==> src/hdl/zcst_pkg.sv <==
package zcst_pkg;

    // Geometry of the record store
    localparam int GROUPS           = 2;
    localparam int CHUNKS_PER_GROUP = 256;
    localparam int CHUNK_W          = $clog2(CHUNKS_PER_GROUP);
    localparam int RECORDS          = GROUPS * CHUNKS_PER_GROUP;
    localparam int ADDR_W           = $clog2(RECORDS);

    localparam logic [7:0] SECTORS_PER_CHUNK = 8'd128;
    localparam logic [7:0] SAT_MAX           = 8'd255;

    // Chunk state codes
    localparam logic [3:0] ST_FREE    = 4'd1;
    localparam logic [3:0] ST_CLOSED  = 4'd2;
    localparam logic [3:0] ST_OPEN    = 4'd4;
    localparam logic [3:0] ST_OFFLINE = 4'd8;

    // Request types
    localparam logic [1:0] REQ_READ  = 2'd0;
    localparam logic [1:0] REQ_WRITE = 2'd1;
    localparam logic [1:0] REQ_RESET = 2'd2;
    localparam logic [1:0] REQ_LOAD  = 2'd3;

    // Verdicts
    localparam logic [2:0] V_MEDIA   = 3'd0;
    localparam logic [2:0] V_PREDEF  = 3'd1;
    localparam logic [2:0] V_FORBID  = 3'd2;
    localparam logic [2:0] V_PASS    = 3'd3;
    localparam logic [2:0] V_UPDATED = 3'd4;

    // Status codes
    localparam logic [2:0] S_NONE      = 3'd0;
    localparam logic [2:0] S_NOT_AT_WP = 3'd1;
    localparam logic [2:0] S_WR_FORBID = 3'd2;
    localparam logic [2:0] S_BAD_RESET = 3'd3;
    localparam logic [2:0] S_OFFLINE   = 3'd4;

    // Configuration register indexes
    localparam logic REG_READ_GUARD  = 1'b0;
    localparam logic REG_MULTI_RESET = 1'b1;

    localparam int CFG_ADDR_W = 3;

    typedef struct packed {
        logic [1:0] req_type;
        logic       apply_update;
        logic       group_select;
        logic [7:0] chunk_index;
        logic [7:0] sector_offset;
        logic       reserved_bits_set;
        logic [3:0] load_state;
        logic [7:0] load_write_pointer;
        logic [7:0] load_wear_index;
    } req_t;

    typedef struct packed {
        logic [2:0] verdict;
        logic [2:0] status_code;
        logic [3:0] chunk_state;
        logic [7:0] write_pointer;
        logic [7:0] wear_index;
    } rsp_t;

    typedef struct packed {
        logic [3:0] st;
        logic [7:0] wp;
        logic [7:0] wear;
    } rec_t;

    // Operation decided by the front end
    typedef enum logic [2:0] {
        OP_CHK_READ,
        OP_CHK_WRITE,
        OP_CHK_RESET,
        OP_NOP,
        OP_APPLY_WRITE,
        OP_APPLY_RESET,
        OP_LOAD
    } op_t;

    // Command held in the queue between front and back
    typedef struct packed {
        op_t               op;
        logic [ADDR_W-1:0] addr;
        logic [7:0]        offset;
        logic              resv;
        rec_t              load_rec;
    } cmd_t;

endpackage

==> src/hdl/zcst_queue.sv <==
module zcst_queue
(
    input  logic            clk,
    input  logic            rst_n,
    input  logic            push,
    input  zcst_pkg::cmd_t  push_cmd,
    input  logic            pop,
    output zcst_pkg::cmd_t  head,
    output logic            full,
    output logic            empty
);

    zcst_pkg::cmd_t slot_reg [0:1];
    logic       wr_ptr_reg;
    logic       rd_ptr_reg;
    logic [1:0] count_reg;

    assign full  = (count_reg == 2'd2);
    assign empty = (count_reg == 2'd0);
    assign head  = slot_reg[rd_ptr_reg];

    // Pointers and fill count.
    always_ff @(posedge clk or negedge rst_n)
    begin
        if (!rst_n)
        begin
            wr_ptr_reg <= 1'b0;
            rd_ptr_reg <= 1'b0;
            count_reg  <= 2'd0;
        end
        else
        begin
            if (push)
            begin
                wr_ptr_reg <= ~wr_ptr_reg;
            end
            if (pop)
            begin
                rd_ptr_reg <= ~rd_ptr_reg;
            end
            if (push && !pop)
            begin
                count_reg <= count_reg + 2'd1;
            end
            else if (pop && !push)
            begin
                count_reg <= count_reg - 2'd1;
            end
        end
    end

    // Command storage.
    always_ff @(posedge clk)
    begin
        if (push)
        begin
            slot_reg[wr_ptr_reg] <= push_cmd;
        end
    end

endmodule

==> config.mk <==
export PLATFORM = sky130hd
export DESIGN_NAME = zcst_queue
export DESIGN_NICKNAME = d
export VERILOG_FILES = /design/src/hdl/zcst_pkg.sv /design/src/hdl/zcst_queue.sv
export SDC_FILE = /design/constraint.sdc
export NUM_CORES = 1
export LEC_CHECK = 0
export BUFFER_PORTS_ARGS = -buffer_cell sky130_fd_sc_hd__buf_2
export CAP_MARGIN = 20
export CORE_MARGIN = 2
export CORE_UTILIZATION = 50
export DETAILED_ROUTE_END_ITERATION = 6
export PLACE_DENSITY = 0.76
export SLEW_MARGIN = 20
export SYNTH_ARGS = -nofsm -noshare
export SYNTH_HDL_FRONTEND = slang
export SYNTH_SLANG_ARGS = --single-unit
==> constraint.sdc <==
create_clock -name clk -period 3.52 [get_ports clk]
set_input_delay 1.056 -clock clk [delete_from_list [all_inputs] [get_ports clk]]
set_output_delay 1.056 -clock clk [all_outputs]
set_load 0.01 [all_outputs]
==> results of run 1 <==
## through the flow
stage | power (uW) | instance area (um^2) | cells | setup WS, ps
finish | 3170 | 4040 | 322 | 717
global route | 3330 | 4040 | 322 | 643
CTS | 3210 | 4040 | 322 | 684
detailed placement | 2500 | 3830 | 306 | 1060
global placement | 2490 | 3830 | 306 | 1070
floorplan | 2250 | 3350 | 144 | 188
## path summary, 6_finish.rpt
path | to | slack, ps | depth (start not counted)
setup / recovery | head[34] | 720 | 3
hold / removal | count_reg[1] | 490 | 1
setup reg to reg | slot_reg[1][0] | 1900 | 2
hold reg to reg | count_reg[1] | 490 | 1
max in group asynchronous | rd_ptr_reg | 2870 | 1
min in group asynchronous | wr_ptr_reg | 510 | 1
## synthesized netlist by cell type
cell	number	area [um^2]
and2_1	1	6.26
buf_12	4	80.1
buf_6	1	11.3
dfrtp_1	4	100
edfxtp_1	82	2460
ha_1	1	12.5
inv_1	1	3.75
mux2_2	2	22.5
mux2_4	39	586
nor2_1	2	7.51
nor2b_1	2	12.5
xnor2_1	1	8.76
xor2_1	4	35.0
## area by class of cell
class	count	share of cell area
flip-flops and latches	86	0.635
multi-input cells	52	0.173
repair buffers	90	0.116
clock buffers	11	0.0325
well taps	77	0.0239
clock inverters	5	0.0183
inverters	1	0.000929
## critical path: stages, from the launching register on
cell and delay, ps:
dfrtp_2 600, buf_12 310, mux2_2 360, buf_2 140
## logic make-up after synthesis
kind of cell | synth area share
fa+ha+maj | 0.00374
simple gates | 0.00785
flops | 0.765
buf+inv | 0.0284
mux | 0.182
xor+xnor | 0.0131
## layer usage
metal	share of wire	vias up	wire, um	global-route usage
met5	0	-	0	0
met4	0.016	0	83	0.0693
met3	0.063	9	333	0.0568
met2	0.51	57	2690	0.251
met1	0.41	772	2150	0.182
li1	-	747	-	-
## power breakdown
group / leakage [uW] / internal (uW) / switching (uW)
combinational: 0.000742 / 537 / 463
clock: 0.000105 / 396 / 313
sequential: 0.000815 / 1360 / 97.5
total: 0.00166 / 2290 / 874
==> impl_metrics.toml, run 1 <==
[routing]
final_antenna_net_count = 0
detail_route.wl_per_cell_um = 16.3
total_via_count_after_detailed_routing = 1585
drt-total-wl_um = 5250
route.detailed.vias_per_inst = 4.92
dr.first_iter.drc_count = 123
drcViolationCount = 5
drt_pass1_iterations = 6

[critical_path]
arrival_ps = 1750
worstPathRequired_ps = 2460
start_of_the_worst_register_to_register_path = "wr_ptr_reg"
end_kind = "output port"
cp_max_fo = 32
worstSetupStartpointType = "register"
worst-setup-path-type = "reg2out"
setup.worst_path.start = "rd_ptr_reg"

[power]
peakVddDrop_mv = 0.427
cellPowerDensity_mw_per_mm2 = 784
total_leakage_power_uw = 0.00166

[global_route]
track_usage = 0.153
global_route.overflow_total = 0
grt_antenna_before_repair = 0
grt_pass1_wl_um = 8170
grt_pass1_vias = 1679
maximum_number_of_pins_on_one_net_before_global_route_repair = 37

[clock_network]
max-clock-path-buffers = 2
numClockSinks = 86
clock-root-buffer = "clkbuf_8"
h-tree-depth = 3
cts-resized-gates = 0
clk_latency_worst_skew_pair_ps = 340
postCtsSetupBuffers = 0
cts_inserted_buffers = 9
cts-hold-fix-buffers = 0
tritoncts = "built"
clk_transition_reported_paths_ps = 70

[sta]
final.hold.worst_slack_ps = 494
final.period_utilization = 0.796
hold_viol = 0
tightest_slew_ps = 504
report.final.slew_viol_count = 0
grt_setup_unrepaired = "no"
slew_headroom = 0.664
post-route-min-period_ps = 2800
setup_viol_count_final = 0
fmaxAchievable_mhz = 357
tns_ps = 0
skew_ps = 5.36

[placed_design]
routabilityCongestion = 0.711
io_buffers = 87
hpwl_um = 3510

[finish]
layout.cells.most_common_list = "buf_2 (87), edfxtp_1 (82), mux2_4 (39)"
mostFrequentLayoutCell = "buf_2"
fill_cells = 464
final_nets = 286
layout.core_utilization = 0.629
layout-area-overhead-vs-synth_pct = 20.6
multiInputGateArea_um2 = 699
layout.area.seq_mm2 = 0.00256
antenna_cells_inserted = 0
largest_register_ffs = 82
post_route_cells_drive_above_1_share = 0.600

[die]
initial_utilization = 0.521
dieHeight_um = 85.8
rows = 29
design.die.area_mm2 = 0.00737
die_width_um = 85.8
io_pins = 88
core_area_mm2 = 0.00642

[hold_path]
hold_start = "count_reg[1]"
hp-class = "reg2reg"

[synth]
postSynthCellCount = 144
netlist_area_mm2 = 0.00335
yosys_warnings = 0
postSynthNetCount = 190
synth-seq-cells = 86
synth_cell_type_count = 13
synth_sequential_area_ratio = 0.765
synth_area_per_cell_um2 = 23.3

[run_status]
violations = "DRC"
run_status = "complete, but fails checks"

[flow_run]
max_cap_viol_count = 0
Power figures use the tool's default switching activity.
==> run 2, diff against run 1 <==
==> constraint.sdc (replaced) <==
create_clock -name clk -period 2.9 [get_ports clk]
set_input_delay 0.87 -clock clk [delete_from_list [all_inputs] [get_ports clk]]
set_output_delay 0.87 -clock clk [all_outputs]
set_load 0.01 [all_outputs]
==> run 2 against run 1 <==
The run still ends with DRC left. Clock skew is 0.50 ps lower. Via count shrank 1.4%. Count of clock-buffer cells in the layout fell by 1. Routed wire length decreased by 2.8%. Register-to-register slack got worse by 480 ps. Utilization fell by 0.72 points. Cell count unchanged. Largest cell class unchanged.
==> impl_metrics.toml, run 2 (synthesized netlist as in run 1, its figures left out) <==
[clock_network]
cts_inserted_buffers = 9
numClockSinks = 86
tritoncts = "built"
cts-resized-gates = 0
clk_transition_reported_paths_ps = 70
h-tree-depth = 3
max-clock-path-buffers = 2
clk_latency_worst_skew_pair_ps = 330
cts-hold-fix-buffers = 0
clock-root-buffer = "clkbuf_8"
postCtsSetupBuffers = 0

[power]
clockPowerShare = 0.178
seq_power_share = 0.476
cellPowerDensity_mw_per_mm2 = 911
power_report.internal_total_uw = 2600
peakVddDrop_mv = 0.754
p_switching_uw = 1030
swShare = 0.284
total_leakage_power_uw = 0.00164
total_power_uw = 3640
p_comb_frac = 0.346

[sta]
final.hold.worst_slack_ps = 338
slew_headroom = 0.620
tightest_slew_ps = 570
tns_ps = 0
report.final.slew_viol_count = 0
final.period_utilization = 0.841
fmaxAchievable_mhz = 410
grt_setup_unrepaired = "no"
hold_viol = 0
setup_viol_count_final = 0
post-route-min-period_ps = 2440
skew_ps = 4.86

[die]
initial_utilization = 0.521
core_area_mm2 = 0.00642
rows = 29
design.die.area_mm2 = 0.00737
dieHeight_um = 85.8
die_width_um = 85.8
io_pins = 88

[routing]
final_antenna_net_count = 0
total_via_count_after_detailed_routing = 1563
drt_pass1_iterations = 7
drt-total-wl_um = 5110
drcViolationCount = 4
detail_route.wl_per_cell_um = 15.9
route.detailed.vias_per_inst = 4.85
dr.first_iter.drc_count = 82

[global_route]
grt_pass1_wl_um = 7980
grt_pass1_vias = 1663
global_route.peak_usage_layer = "met2"
grt_antenna_before_repair = 0
groute.layer.met1.usage = 0.188
met2_usage = 0.238
maximum_number_of_pins_on_one_net_before_global_route_repair = 42
track_usage = 0.147
global_route.overflow_total = 0
met3_track_utilization_from_global_routing = 0.0356

[critical_path]
critPathSlowestCell = "mux2_2"
arrival_ps = 1570
start_of_the_worst_register_to_register_path = "wr_ptr_reg"
end_kind = "output port"
worstSetupStartpointType = "register"
ff2ff_setup_slack_ps = 1420
worst-setup-path-type = "reg2out"
cp_slowest_stage_delay_ps = 390
worstPathRequired_ps = 2030
timing.critical_path.cells = "buf_4, mux2_2, buf_2"
reg2regPathDepth = 2
cp_max_fo = 23
timing.rr.end = "slot_reg[1][0]"

[placed_design]
hpwl_um = 3490
io_buffers = 87
routabilityCongestion = 0.659

[finish]
post_route_cells_drive_above_1_share = 0.596
mostFrequentLayoutCell = "buf_2"
largest_register_ffs = 82
final_nets = 288
antenna_cells_inserted = 0
layout.cells.most_common_list = "buf_2 (87), edfxtp_1 (82), mux2_4 (39)"
layout-area-overhead-vs-synth_pct = 19.2

[run_status]
run_status = "complete, but fails checks"
violations = "DRC"

[flow_run]
max_cap_viol_count = 0

[hold_path]
hp-class = "in2async"
## run 2: layout make-up
cell class,count,area [um^2]
multi-input cells,52,699
flip-flops and latches,86,2560
well taps,77,96.3
inverters,1,3.75
clock inverters,4,16.3
clock buffers,10,128
fillers,473,2430
repair buffers,92,485
## run 2: power groups by stage
stage	combinational, uW	clock (uW)	sequential, uW
floorplan	990	0	1740
global placement	1270	0	1750
detailed placement	1280	0	1760
CTS	1280	675	1740
global route	1350	725	1760
finish	1260	649	1730
## run 2: metrics by stage
step / instance area, um^2 / utilization / setup slack (ps) / std cells
finish: 3990 / 0.622 / 461 / 322
floorplan: 3350 / - / 517 / 144
detailed placement: 3850 / 0.599 / 790 / 308
global placement: 3850 / 0.599 / 792 / 308
global route: 3990 / 0.622 / 356 / 322
CTS: 3990 / 0.622 / 419 / 322
## run 2: critical path: cells and delay by family (launching register included)
| family | cells | cell delay [ps] |
|---|---|---|
| DFF | 1 | 360 |
| buffers and inverters | 2 | 500 |
| muxes | 1 | 390 |
## run 2: routing by layer
layer  share of wire  wire length, um
met1            0.41             2100
met2            0.54             2740
met3           0.048              245
met4          0.0045               23
met5               0                0
## run 2: how the worst max path moves through the flow
stage | from | end | slack [ps] | cells after the start
after floorplan | push | slot_reg[0][0] | 520 | 1
after CTS | rd_ptr_reg | head[34] | 420 | 3
final | rd_ptr_reg | head[34] | 460 | 3
after detailed placement | rd_ptr_reg | head[34] | 790 | 3
after global routing | rd_ptr_reg | head[34] | 360 | 3
after global placement | rd_ptr_reg | head[34] | 790 | 3
==> run 3, diff against run 2 <==
==> constraint.sdc (replaced) <==
create_clock -name clk -period 2.5 [get_ports clk]
set_input_delay 0.75 -clock clk [delete_from_list [all_inputs] [get_ports clk]]
set_output_delay 0.75 -clock clk [all_outputs]
set_load 0.01 [all_outputs]
==> run 3 against run 2 <==
The flow still finishes with violations (DRC). Largest power group unchanged. Setup slack got worse by 260 ps. Register-to-register slack got worse by 170 ps. Utilization increased by 0.94 points. Sequential power increased by 16%. Via count increased by 0.96%. Cell count increased by 0.93%. Non-clock buffer count increased by 1. Clock skew increased by 1.6 ps. Sequential share of layout area decreased by 0.95 points.
==> impl_metrics.toml, run 3 (synthesized netlist as in run 1, its figures left out) <==
[clock_network]
clock-root-buffer = "clkbuf_8"
max-clock-path-buffers = 2
numClockSinks = 86
cts_inserted_buffers = 9
cts-hold-fix-buffers = 0
clk_transition_reported_paths_ps = 80
tritoncts = "built"
clk_latency_worst_skew_pair_ps = 340
h-tree-depth = 3
cts-resized-gates = 0
postCtsSetupBuffers = 0

[routing]
detail_route.wl_per_cell_um = 15.9
route.detailed.vias_per_inst = 4.86
drt_pass1_iterations = 7
total_via_count_after_detailed_routing = 1578
final_antenna_net_count = 0
dr.first_iter.drc_count = 66
drcViolationCount = 4
drt-total-wl_um = 5180

[finish]
mostFrequentLayoutCell = "buf_2"
largest_register_ffs = 82
final_nets = 289
layout-area-overhead-vs-synth_pct = 21.0
antenna_cells_inserted = 0
post_route_cells_drive_above_1_share = 0.617
final-instance-count-excl-fill = 325
layout.cells.most_common_list = "buf_2 (87), edfxtp_1 (82), mux2_4 (39)"

[placed_design]
io_buffers = 87
hpwl_um = 3520
routabilityCongestion = 0.705
dpl.cell_count = 309

[global_route]
track_usage = 0.151
grt_antenna_before_repair = 0
grt_pass1_vias = 1643
grt_pass1_wl_um = 7980
global_route.overflow_total = 0
maximum_number_of_pins_on_one_net_before_global_route_repair = 25

[critical_path]
worstPathRequired_ps = 1750
reg2regPathDepth = 2
critPathSlowestCell = "dfrtp_2"
end_kind = "output port"
timing.critical_path.cells = "buf_4, mux2_4, buf_2"
cp_slowest_stage_delay_ps = 390
cp_max_fo = 19
arrival_ps = 1550
worstSetupStartpointType = "register"
worst-setup-path-type = "reg2out"

[run_status]
run_status = "complete, but fails checks"
violations = "DRC"

[sta]
final.hold.worst_slack_ps = 197
grt_setup_unrepaired = "no"
final.period_utilization = 0.919
post-route-min-period_ps = 2300
slew_headroom = 0.771
tns_ps = 0
skew_ps = 6.48
tightest_slew_ps = 344
report.final.slew_viol_count = 0
fmaxAchievable_mhz = 435
hold_viol = 0
setup_viol_count_final = 0

[die]
die_width_um = 85.8
design.die.area_mm2 = 0.00737
dieHeight_um = 85.8
initial_utilization = 0.521
io_pins = 88
core_area_mm2 = 0.00642
rows = 29

[hold_path]
hp-class = "in2async"

[flow_run]
max_cap_viol_count = 0

[power]
peakVddDrop_mv = 0.627
cellPowerDensity_mw_per_mm2 = 1090
total_power_uw = 4430
total_leakage_power_uw = 0.00167
[run 3: changes by cell type in the layout (fill, tap and decap cells not counted), sizes merged]
cell,delta
buf,+1
bufinv,+1
clkbuf,-1
clkinv,-2
clkinvlp,+2
inv,+2
[run 3: per-layer routing]
metal	up-vias	share of wire	track usage
li1	758	-	-
met1	764	0.40	0.169
met2	47	0.53	0.259
met3	9	0.050	0.0433
met4	0	0.020	0.0823
met5	-	0	0
[run 3: where the power goes]
group / internal [uW] / leakage [uW] / total [uW] / switching (uW)
logic: 778 / 0.000757 / 1480 / 699
registers: 1920 / 0.000815 / 2010 / 98.4
clock network: 464 / 0.0000960 / 941 / 476
[run 3: path summary, 6_finish.rpt]
kind,start,endpoint,slack (ps)
min in group clk,count_reg[1],count_reg[1],510
max in group asynchronous,rst_n,rd_ptr_reg,2170
hold reg to reg,count_reg[1],count_reg[1],510
hold / removal,rst_n,count_reg[1],200
setup / recovery,rd_ptr_reg,head[12],200
setup reg to reg,wr_ptr_reg,slot_reg[1][38],1250
[run 3: through the flow]
| step | cell area (um^2) | utilization | setup slack, ps |
|---|---|---|---|
| 2_1_floorplan | 3350 | - | 237 |
| 3_3_place_gp | 3860 | 0.600 | 560 |
| 3_5_place_dp | 3860 | 0.600 | 563 |
| 4_1_cts | 4050 | 0.631 | 176 |
| 5_1_grt | 4050 | 0.631 | 135 |
| 6_report | 4050 | 0.631 | 202 |
[run 3: layout make-up]
class / instances / area [um^2]
well taps: 77 / 96.3
repair buffers: 93 / 493
clock buffers: 9 / 124
inverters: 1 / 3.75
fillers: 466 / 2370
flip-flops and latches: 86 / 2560
multi-input cells: 52 / 699
clock inverters: 7 / 72.6
[run 3: worst max-delay path, delay by kind of cell (launching register included)]
family	cells	cell delay (ps)
flops	1	390
mux	1	340
buf+inv	2	470
